--- src/rtl/llkc_pkg.sv ---
// Shared types, keyword table and helpers for the log line keyword classifier.
`timescale 1ns / 1ps

package llkc_pkg;

  // Window and keyword table sizes.
  localparam int unsigned WinDepth = 9;
  localparam int unsigned KwCount  = 21;
  localparam int unsigned KwMaxLen = 10;

  typedef logic [7:0]  char_t;
  typedef logic [15:0] pos_t;
  typedef logic [3:0]  kwlen_t;
  typedef logic [3:0]  fill_t;
  typedef logic [2:0]  class_t;

  // The byte position stops counting at this value.
  localparam pos_t MaxLineLength = 16'hFFFF;

  // Severity classes as they appear on the output.
  localparam class_t ClsNone     = 3'd0;
  localparam class_t ClsCritical = 3'd1;
  localparam class_t ClsError    = 3'd2;
  localparam class_t ClsWarning  = 3'd3;
  localparam class_t ClsSuccess  = 3'd4;
  localparam class_t ClsInfo     = 3'd5;

  // Keyword text, right aligned: the last character sits in bits [7:0].
  localparam logic [KwMaxLen*8-1:0] KwText [KwCount] = '{
    "[critical]", "critical", "fatal",
    "[error]", "error",
    "[warning]", "warning",
    "[success]", "success", "succeed", "done", "ok ", "ok:", "[ok]",
    "[info]", "info", "[display]", "display", "[log]", "log:", "log "
  };

  localparam kwlen_t KwLen [KwCount] = '{
    4'd10, 4'd8, 4'd5,
    4'd7, 4'd5,
    4'd9, 4'd7,
    4'd9, 4'd7, 4'd7, 4'd4, 4'd3, 4'd3, 4'd4,
    4'd6, 4'd4, 4'd9, 4'd7, 4'd5, 4'd4, 4'd4
  };

  localparam class_t KwClass [KwCount] = '{
    ClsCritical, ClsCritical, ClsCritical,
    ClsError, ClsError,
    ClsWarning, ClsWarning,
    ClsSuccess, ClsSuccess, ClsSuccess, ClsSuccess, ClsSuccess, ClsSuccess, ClsSuccess,
    ClsInfo, ClsInfo, ClsInfo, ClsInfo, ClsInfo, ClsInfo, ClsInfo
  };

  // Result of matching all keywords that end at the current byte.
  typedef struct packed {
    logic   hit;
    kwlen_t len;
    class_t cls;
  } kw_match_t;

  // ASCII lowercase: only 'A'..'Z' are changed.
  function automatic char_t to_lower(char_t c);
    char_t r;
    r = c;
    if (c >= 8'h41 && c <= 8'h5A) begin
      r = c + 8'd32;
    end
    return r;
  endfunction

endpackage

--- src/rtl/log_line_keyword_classifier_top.sv ---
// Top level of the log line keyword classifier.
//
//   Channel | Direction | Handshake                  | Payload
//   input   | in        | in_valid_i / in_ready_o    | text_byte_i, end_of_line_i
//   output  | out       | out_valid_o / out_ready_i  | severity_class_o
//
// One byte is taken per cycle unless a line end is stalled. A byte is
// registered on entry and matched in the next cycle against the nine-byte
// window; a line end then passes from the input register to the result
// register, which raises out_valid_o. Only a line end waits on a full result
// register; other bytes keep flowing while a result is stalled.
// Reset clears the line state; no clearing pass is needed.
`timescale 1ns / 1ps

module log_line_keyword_classifier_top
  import llkc_pkg::*;
(
  input  logic       clk_i,
  input  logic       rst_ni,
  input  logic       in_valid_i,
  output logic       in_ready_o,
  input  logic [7:0] text_byte_i,
  input  logic       end_of_line_i,
  output logic       out_valid_o,
  input  logic       out_ready_i,
  output logic [2:0] severity_class_o
);

  // Input register.
  logic  s1_valid_q, s1_valid_d;
  char_t s1_byte_q;
  logic  s1_eol_q;

  // Line state.
  char_t  win_q [WinDepth];
  fill_t  fill_q, fill_d;
  pos_t   pos_q, pos_d;
  pos_t   best_start_q, best_start_d;
  class_t best_class_q, best_class_d;

  // Result register.
  logic   out_valid_q, out_valid_d;
  class_t out_class_q;

  kw_match_t match;
  pos_t      len_m1;
  pos_t      start;
  logic      take;
  logic      proc;
  logic      in_req;

  // A line end can only move on when the result register is free.
  assign proc       = s1_valid_q && (!s1_eol_q || !out_valid_q || out_ready_i);
  assign in_ready_o = !s1_valid_q || proc;
  assign in_req     = in_valid_i && in_ready_o;

  llkc_matcher u_matcher (
    .cur_i    (s1_byte_q),
    .window_i (win_q),
    .fill_i   (fill_q),
    .match_o  (match)
  );

  // Start of the keyword that ends here, clamped at zero.
  assign len_m1 = {12'd0, match.len} - 16'd1;
  assign start  = (pos_q >= len_m1) ? (pos_q - len_m1) : '0;
  assign take   = match.hit && (start < best_start_q);

  // Next line state: update on a byte, back to reset values at a line end.
  always_comb begin
    fill_d       = fill_q;
    pos_d        = pos_q;
    best_start_d = best_start_q;
    best_class_d = best_class_q;
    if (proc) begin
      if (s1_eol_q) begin
        fill_d       = '0;
        pos_d        = '0;
        best_start_d = '1;
        best_class_d = ClsNone;
      end else begin
        if (fill_q < fill_t'(WinDepth)) begin
          fill_d = fill_q + 4'd1;
        end
        if (pos_q < MaxLineLength) begin
          pos_d = pos_q + 16'd1;
        end
        if (take) begin
          best_start_d = start;
          best_class_d = match.cls;
        end
      end
    end
  end

  // Valid flags of the two registers.
  always_comb begin
    s1_valid_d = s1_valid_q;
    if (in_req) begin
      s1_valid_d = 1'b1;
    end else if (proc) begin
      s1_valid_d = 1'b0;
    end
    out_valid_d = out_valid_q;
    if (proc && s1_eol_q) begin
      out_valid_d = 1'b1;
    end else if (out_ready_i) begin
      out_valid_d = 1'b0;
    end
  end

  always_ff @(posedge clk_i or negedge rst_ni) begin
    if (!rst_ni) begin
      s1_valid_q   <= 1'b0;
      out_valid_q  <= 1'b0;
      fill_q       <= '0;
      pos_q        <= '0;
      best_start_q <= '1;
      best_class_q <= ClsNone;
    end else begin
      s1_valid_q   <= s1_valid_d;
      out_valid_q  <= out_valid_d;
      fill_q       <= fill_d;
      pos_q        <= pos_d;
      best_start_q <= best_start_d;
      best_class_q <= best_class_d;
    end
  end

  // Payload registers; the window is gated by the fill count.
  always_ff @(posedge clk_i) begin
    if (in_req) begin
      s1_byte_q <= to_lower(text_byte_i);
      s1_eol_q  <= end_of_line_i;
    end
    if (proc && !s1_eol_q) begin
      win_q[0] <= s1_byte_q;
      for (int i = 1; i < WinDepth; i++) begin
        win_q[i] <= win_q[i-1];
      end
    end
    if (proc && s1_eol_q) begin
      out_class_q <= take ? match.cls : best_class_q;
    end
  end

  assign out_valid_o      = out_valid_q;
  assign severity_class_o = out_class_q;

endmodule

--- src/rtl/llkc_matcher.sv ---
// Parallel comparison of the byte window against the keyword table.
`timescale 1ns / 1ps

module llkc_matcher
  import llkc_pkg::*;
(
  input  char_t     cur_i,
  input  char_t     window_i [WinDepth],
  input  fill_t     fill_i,
  output kw_match_t match_o
);

  char_t seq [KwMaxLen];
  logic  hit [KwCount];

  // Oldest bytes at the high end; seq[0] is the byte being matched.
  always_comb begin
    seq[0] = cur_i;
    for (int i = 0; i < WinDepth; i++) begin
      seq[i+1] = window_i[i];
    end
  end

  // Every keyword is compared at once. No keyword is a suffix of another,
  // so at most one can end at a given byte and the hits are simply ORed.
  always_comb begin
    match_o = '0;
    for (int k = 0; k < KwCount; k++) begin
      hit[k] = ({1'b0, fill_i} + 5'd1) >= {1'b0, KwLen[k]};
      for (int e = 0; e < KwMaxLen; e++) begin
        if (e < int'(KwLen[k])) begin
          hit[k] = hit[k] && (seq[e] == KwText[k][e*8 +: 8]);
        end
      end
      if (hit[k]) begin
        match_o.hit = 1'b1;
        match_o.len = match_o.len | KwLen[k];
        match_o.cls = match_o.cls | KwClass[k];
      end
    end
  end

endmodule

--- config.mk ---
export PLATFORM = sky130hd
export DESIGN_NAME = log_line_keyword_classifier_top
export DESIGN_NICKNAME = d
export VERILOG_FILES = /design/src/rtl/llkc_pkg.sv /design/src/rtl/log_line_keyword_classifier_top.sv /design/src/rtl/llkc_matcher.sv
export SDC_FILE = /design/constraint.sdc
export NUM_CORES = 1
export LEC_CHECK = 0
export BUFFER_PORTS_ARGS = -buffer_cell sky130_fd_sc_hd__buf_2
export CORE_MARGIN = 4
export CORE_UTILIZATION = 58
export DETAILED_ROUTE_END_ITERATION = 10
export HOLD_SLACK_MARGIN = 0.12
export PLACE_DENSITY = 0.87
export SYNTH_ARGS = -nofsm -noshare
export SYNTH_HDL_FRONTEND = slang
export SYNTH_SLANG_ARGS = --single-unit
--- constraint.sdc ---
create_clock -name clk_i -period 6.6 [get_ports clk_i]
set_input_delay 0.33 -clock clk_i [delete_from_list [all_inputs] [get_ports clk_i]]
set_output_delay 0.33 -clock clk_i [all_outputs]
set_load 0.1 [all_outputs]
==> impl_metrics.env, run 1 <==
export IMPL_start_util_pct=59.4
export IMPL_startpoint_type="flip-flop"
export IMPL_multi_input_area_um2=5030
export IMPL_syn_inst=892
export IMPL_syn_nets=945
export IMPL_hold_viol=0
export IMPL_grt_pass1_wl_um=44600
export IMPL_slew_limit_headroom_pct=33.4
export IMPL_coreArea_um2=14500
export IMPL_die_h_um=130
export IMPL_grt_overflow_total=0
export IMPL_synth_edf_count=84
export IMPL_root_buffer="clkbuf_16"
export IMPL_reg2reg_from="fill_q[0]$_DFFE_PN0P_"
export IMPL_setup_violations=0
export IMPL_firstDrtPassIters=6
export IMPL_synth_seq_cells=125
export IMPL_synth_most_common_cell="edfxtp_1"
export IMPL_critPathLaunch="fill_q[0]$_DFFE_PN0P_"
export IMPL_p_per_area_nw_per_um2=207
export IMPL_placementRows=44
export IMPL_dp_hpwl_um=21300
export IMPL_clk_latency_ns=0.43
export IMPL_max_freq_mhz=152
export IMPL_avgRoutedWirePerCell_um=25.6
export IMPL_cap_violations=0
export IMPL_final_core_util_pct=72.0
export IMPL_cts_max_level=4
export IMPL_path_class="flip-flop to flip-flop"
export IMPL_synth_top_area_share_pct=29.2
export IMPL_worst_clock_skew_ns=0.00809
export IMPL_min_period_ns=6.57
export IMPL_grt_max_degree=73
export IMPL_drt_vias_per_instance=7.18
export IMPL_avgSynthCellArea_um2=9.68
export IMPL_min_period_over_period_pct=99.6
export IMPL_synthTopCellsByArea="edfxtp_1 29%, dfrtp_1 7.2%, ha_1 5.7%, dfstp_2 4.9%, nor4_1 3.0%"
export IMPL_crit_required_ns=6.95
export IMPL_drc=0
export IMPL_ant_nets=0
export IMPL_seqCellArea_um2=3570
export IMPL_fin_ws_ns=0.0256
export IMPL_hold_depth=2
export IMPL_fin_nets=1044
export IMPL_synth_cell_types=78
export IMPL_path_clk_slew_ns=0.06
export IMPL_fin_area_um2=10500
export IMPL_area_growth_pct=21.2
export IMPL_fp_dieW_um=130
export IMPL_ff2ff_path_depth=33
export IMPL_min_from="out_ready_i"
export IMPL_synth_seq_area_share_pct=41.3
export IMPL_grt_pass1_vias=7922
export IMPL_critPathMaxFanout=14
export IMPL_io_pins=18
export IMPL_min_to="out_valid_o$_DFFE_PN0P_"
export IMPL_worstMarginPinSlew_ns=0.987
export IMPL_crit_arrival_ns=6.93
export IMPL_cp_slowest_stage_delay_ns=0.41
export IMPL_drtIter0Drc=1262
export IMPL_clockBufferDepth=2
export IMPL_io_buffers=17
export IMPL_placed_cell_area_um2=9340
export IMPL_die_area_um2=16900
export IMPL_slowest_stage="dfrtp_2"
export IMPL_timing_reg2reg_setup_slack_ns=0.03
export IMPL_pre_cts_ws_ns=-0.200
export IMPL_via_count=8541
export IMPL_synthFlopType="edfxtp_1"
export IMPL_cp_end_kind="flip-flop"
export IMPL_synth_common_cells="84 x edfxtp_1, 66 x nor2_1, 62 x nand2_1"
export IMPL_hold_worst_slack_ns=0.144
export IMPL_fillerInstances=1024
export IMPL_place_gp_congestion=1.11
export IMPL_numCtsBuffers=17
export IMPL_yosys_warnings=0
export IMPL_synth_top_cell_by_area="edfxtp_1"
export IMPL_hold_class="primary input to flip-flop"
export IMPL_wl_um=30400
export IMPL_cts_sinks=125
export IMPL_ir_drop_mv=0.296
export IMPL_drive_gt1_share_pct=21.7
export IMPL_grt_use_total_pct=34.9
export IMPL_rsz0062_at_grt="true"
export IMPL_synthArstFlopShare_pct=32.8
export IMPL_r2r_end="best_start_q[0]$_DFFE_PN1P_"
export IMPL_cts_tree="built"
export IMPL_synth_area_um2=8630
export IMPL_slew_violations=0
export IMPL_status="finished clean"
export IMPL_antenna_found_initial=1
export IMPL_p_leak_nw=4.12
[logic make-up (layout without fill, tap and decap cells)]
family                   Yosys count  in the layout  share of synthesized area [%]
AND/OR/NAND/NOR                  469            469                           34.0
AO/OA/AOI/OAI                    151            151                           11.9
flip-flops                       125            125                           41.3
buffers and inverters             77            189                           3.68
adder cells (fa/ha/maj)           40             40                           5.89
XOR/XNOR                          20             20                           2.03
multiplexers                      10             10                           1.16
other                              0              1                              0
[critical path, delay by kind of cell, from the launching register on]
family / cells / cell delay, ns
AND/OR/NAND/NOR: 12 / 1.96
buffers and inverters: 6 / 0.90
AO/OA/AOI/OAI: 11 / 2.30
flip-flops: 1 / 0.41
adder cells (fa/ha/maj): 4 / 0.91
[registers in the layout, summed over array words and instances (netlist names)]
signal,cells
pos_q,16
s1_valid_q,1
s1_eol_q,1
fill_q,4
severity_class_o,3
out_valid_o,1
best_class_q,3
win_q,72
s1_byte_q,8
best_start_q,16
[worst max path at each step]
| stage | end | slack (ns) | cells past startpoint |
|---|---|---|---|
| global route | best_start_q[0]$_DFFE_PN1P_ | -0.27 | 31 |
| detailed placement | best_start_q[15]$_DFFE_PN1P_ | -0.20 | 30 |
| finish | best_start_q[0]$_DFFE_PN1P_ | 0.03 | 33 |
| floorplan | severity_class_o[0]$_DFFE_PP_ | 0.005 | 33 |
| global placement | severity_class_o[2]$_DFFE_PP_ | 0.05 | 30 |
| CTS | severity_class_o[2]$_DFFE_PP_ | 0.007 | 30 |
[power by group]
group	internal (mW)	total, mW	switching, mW
registers	0.880	0.924	0.0442
clock network	0.651	0.986	0.335
logic	0.0980	0.257	0.159
[what timing repair did]
action	4_1_cts	5_1_grt
pin swaps	2	24
endpoints found under the setup margin	22	22
gates resized for setup	10	46
buffers inserted	0	20
endpoints found under the hold margin	32	0
hold buffers	8	0
cloned	0	1
[layer usage]
| metal | vias up | routed length [um] | share of wire [%] | global-route usage (%) |
|---|---|---|---|---|
| li1 | 3658 | - | - | - |
| met1 | 4036 | 11900 | 39 | 48.1 |
| met2 | 696 | 13100 | 43 | 51.3 |
| met3 | 151 | 3830 | 13 | 10.5 |
| met4 | 0 | 1510 | 5.0 | 15.1 |
| met5 | - | 0 | 0 | 0 |
[placed cells by master (no fill, tap or decap), types with 10 or more instances in the layout]
master / synthesis / routed
inv_1: 46 / 44
nor4_1: 42 / 42
and4_1: 16 / 13
clkbuf_16: 0 / 19
nand4b_1: 16 / 16
nor2_1: 66 / 63
and3_1: 14 / 12
mux2i_1: 10 / 10
nand4_1: 33 / 33
edfxtp_1: 84 / 84
buf_4: 3 / 81
nor2b_1: 19 / 16
nand3_1: 27 / 26
a21oi_1: 40 / 39
xor2_1: 12 / 12
nor3_1: 26 / 22
nand2b_1: 24 / 24
and4b_1: 10 / 10
dfrtp_1: 25 / 24
buf_2: 2 / 18
nand2_1: 62 / 60
nand3b_1: 10 / 10
a21o_1: 15 / 15
ha_1: 39 / 30
and2_1: 12 / 12
nor4bb_1: 13 / 13
dfstp_2: 16 / 16
nand4bb_1: 12 / 12
or3_1: 13 / 11
o21ai_0: 29 / 24
[cell type report]
type | instances | area share (%)
flip-flops and latches | 125 | 34.1
clock buffers | 28 | 5.35
inverters | 47 | 1.69
diodes | 1 | 0.0239
repair buffers | 110 | 7.85
multi-input cells | 690 | 48.1
well taps | 184 | 2.20
clock inverters | 4 | 0.670
[per-stage QoR]
stage | power, mW | setup TNS (ns) | cells
detailed placement | 1.16 | -3.40 | 1127
global route | 2.23 | -4.39 | 1188
CTS | 2.15 | 0 | 1167
finish | 2.17 | 0 | 1189
global placement | 1.16 | 0 | 1127
floorplan | 1.07 | 0 | 892
No activity file was read; power rests on OpenSTA's default activity.
==> run 2, diff against run 1 <==
- PLACE_DENSITY: 0.87 -> 0.75
==> impl_metrics.env, run 2 (same netlist as run 1, synthesis figures left out) <==
export IMPL_status="finished, violations left"
export IMPL_violations="design-rule violations, negative setup slack"
export IMPL_min_period_over_period_pct=100
export IMPL_fin_ws_ns=-0.0227
export IMPL_startpoint_type="flip-flop"
export IMPL_final_core_util_pct=71.7
export IMPL_cts_sinks=125
export IMPL_top_register="win_q"
export IMPL_place_gp_congestion=1.03
export IMPL_sequentialPowerShare_pct=44.8
export IMPL_die_area_um2=16900
export IMPL_critPathLaunch="win_q[25]$_DFFE_PP_"
export IMPL_fin_nets=1038
export IMPL_path_clk_slew_ns=0.06
export IMPL_hold_depth=2
export IMPL_ant_nets=0
export IMPL_tns_ns=-0.0227
export IMPL_path_cells="or4b_1, or4_4, nor4_1, nand4b_1, and4b_1, ha_2, ha_1, nor2b_1, o31ai_2, a21oi_1, a21o_1, a21o_1, mux2i_1, o21ai_2, inv_1, ha_1, a21o_1, a21o_1, a21oi_2, o221ai_2, nor2_2, buf_6, a41oi_1, a21oi_1"
export IMPL_drt_vias_per_instance=7.32
export IMPL_p_switching_uw=578
export IMPL_wl_um=31500
export IMPL_path_common_cell="a21o_1"
export IMPL_setup_violations=1
export IMPL_root_buffer="clkbuf_16"
export IMPL_start_util_pct=59.4
export IMPL_critPathMaxFanout=8
export IMPL_avgRoutedWirePerCell_um=26.6
export IMPL_r2r_end="best_start_q[3]$_DFFE_PN1P_"
export IMPL_switching_share_pct=27.9
export IMPL_die_h_um=130
export IMPL_hold_class="primary input to flip-flop"
export IMPL_clockBufferDepth=2
export IMPL_p_clk_share_pct=42.7
export IMPL_slowest_stage="edfxtp_1"
export IMPL_slew_limit_headroom_pct=36.3
export IMPL_io_pins=18
export IMPL_p_int_mw=1.49
export IMPL_timing_reg2reg_setup_slack_ns=-0.02
export IMPL_drive_gt1_share_pct=22.4
export IMPL_p_leak_nw=4.07
export IMPL_via_count=8664
export IMPL_hold_viol=0
export IMPL_crit_arrival_ns=6.95
export IMPL_cp_num_buf_inv=2
export IMPL_rsz0062_at_grt="true"
export IMPL_min_from="text_byte_i[7]"
export IMPL_path_class="flip-flop to flip-flop"
export IMPL_ir_drop_mv=0.234
export IMPL_cp_slowest_stage_delay_ns=0.57
export IMPL_grt_max_degree=77
export IMPL_cts_max_level=4
export IMPL_fp_dieW_um=130
export IMPL_placed_cell_area_um2=9310
export IMPL_grt_use_total_pct=35.8
export IMPL_cts_tree="built"
export IMPL_reg_top3="win_q x72, best_start_q x16, pos_q x16"
export IMPL_drc=2
export IMPL_final_cell_mix="84 x edfxtp_1, 74 x buf_4, 63 x nor2_1"
export IMPL_io_buffers=17
export IMPL_area_growth_pct=20.7
export IMPL_ff2ff_path_depth=24
export IMPL_placed_cells=1123
export IMPL_crit_family="simple AND/OR/NAND/NOR gates"
export IMPL_fin_area_um2=10400
export IMPL_max_freq_mhz=151
export IMPL_crit_required_ns=6.93
export IMPL_clk_latency_ns=0.43
export IMPL_numCtsBuffers=17
export IMPL_final_cells=1183
export IMPL_grt_overflow_total=0
export IMPL_cap_violations=0
export IMPL_drtIter0Drc=1367
export IMPL_layout_commonest_cell="edfxtp_1"
export IMPL_cp_end_kind="flip-flop"
export IMPL_grt_pass1_vias=7823
export IMPL_placementRows=44
export IMPL_min_period_ns=6.62
export IMPL_worstMarginPinSlew_ns=0.956
export IMPL_min_to="s1_byte_q[7]$_DFFE_PP_"
export IMPL_grt_pass1_wl_um=45600
export IMPL_reg2reg_from="win_q[25]$_DFFE_PP_"
export IMPL_p_per_area_nw_per_um2=199
export IMPL_worst_clock_skew_ns=0.0119
export IMPL_antenna_found_initial=0
export IMPL_coreArea_um2=14500
export IMPL_firstDrtPassIters=11
export IMPL_largest_reg_flops=72
export IMPL_dp_hpwl_um=22400
export IMPL_slew_violations=0
export IMPL_p_comb_share_pct=12.5
[run 2: cell count changes in the layout (fill, tap and decap cells not counted), sizes merged]
cell	delta
clkinvlp	+4
inv	+2
bufinv	-1
clkbuf	-10
clkinv	+5
buf	-7
dlygate4sd3	+1
[run 2: per-stage QoR]
step | setup slack, ns | hold slack (ns) | total power, mW
2_1_floorplan | 0.00461 | 0.0344 | 1.07
3_3_place_gp | -0.0594 | 0.432 | 1.15
3_5_place_dp | -0.233 | 0.443 | 1.16
4_1_cts | 0.0125 | 0.191 | 2.04
5_1_grt | -0.295 | 0.192 | 2.13
6_report | -0.0227 | 0.196 | 2.07
[run 2: power by group through the flow]
stage                     Sequential (mW)  Clock [mW]  Combinational [mW]
after floorplan                     0.933           0               0.137
after global placement              0.935           0               0.216
after global routing                0.931       0.921               0.273
after CTS                           0.924       0.882               0.233
final                               0.928       0.885               0.259
after detailed placement            0.938           0               0.223
[run 2: repair_timing]
| item | in CTS | in global routing |
|---|---|---|
| setup endpoints to repair | 22 | 22 |
| endpoints found under the hold margin | 33 | 0 |
| setup buffers | 3 | 13 |
| gates resized for setup | 19 | 57 |
| cloned | 0 | 2 |
| hold buffers | 9 | 0 |
| pin swaps | 6 | 31 |
[run 2: final cells by class]
class	count	area, um2
antenna	1	2.50
clock buffer	18	429
clock inverter	14	121
fill	1011	4120
inverter	47	176
multi-input combinational	690	5110
sequential	125	3570
tap	184	230
timing repair buffer	104	776
[run 2: how the worst max path moves through the flow]
stage,endpoint,cells after the start
after floorplan,severity_class_o[0]$_DFFE_PP_,33
after global placement,severity_class_o[1]$_DFFE_PP_,30
after detailed placement,severity_class_o[1]$_DFFE_PP_,30
after CTS,severity_class_o[1]$_DFFE_PP_,31
after global routing,best_class_q[1]$_DFFE_PN0P_,32
final,best_start_q[3]$_DFFE_PN1P_,24
[run 2: layer usage]
metal	routed length, um	vias up	GRT usage (%)	part of all wire (%)
met3	3760	182	8.72	12
met1	12600	4128	51.7	40
met5	0	-	0	0
met2	13600	698	52.9	43
li1	-	3656	-	-
met4	1540	0	12.4	4.9
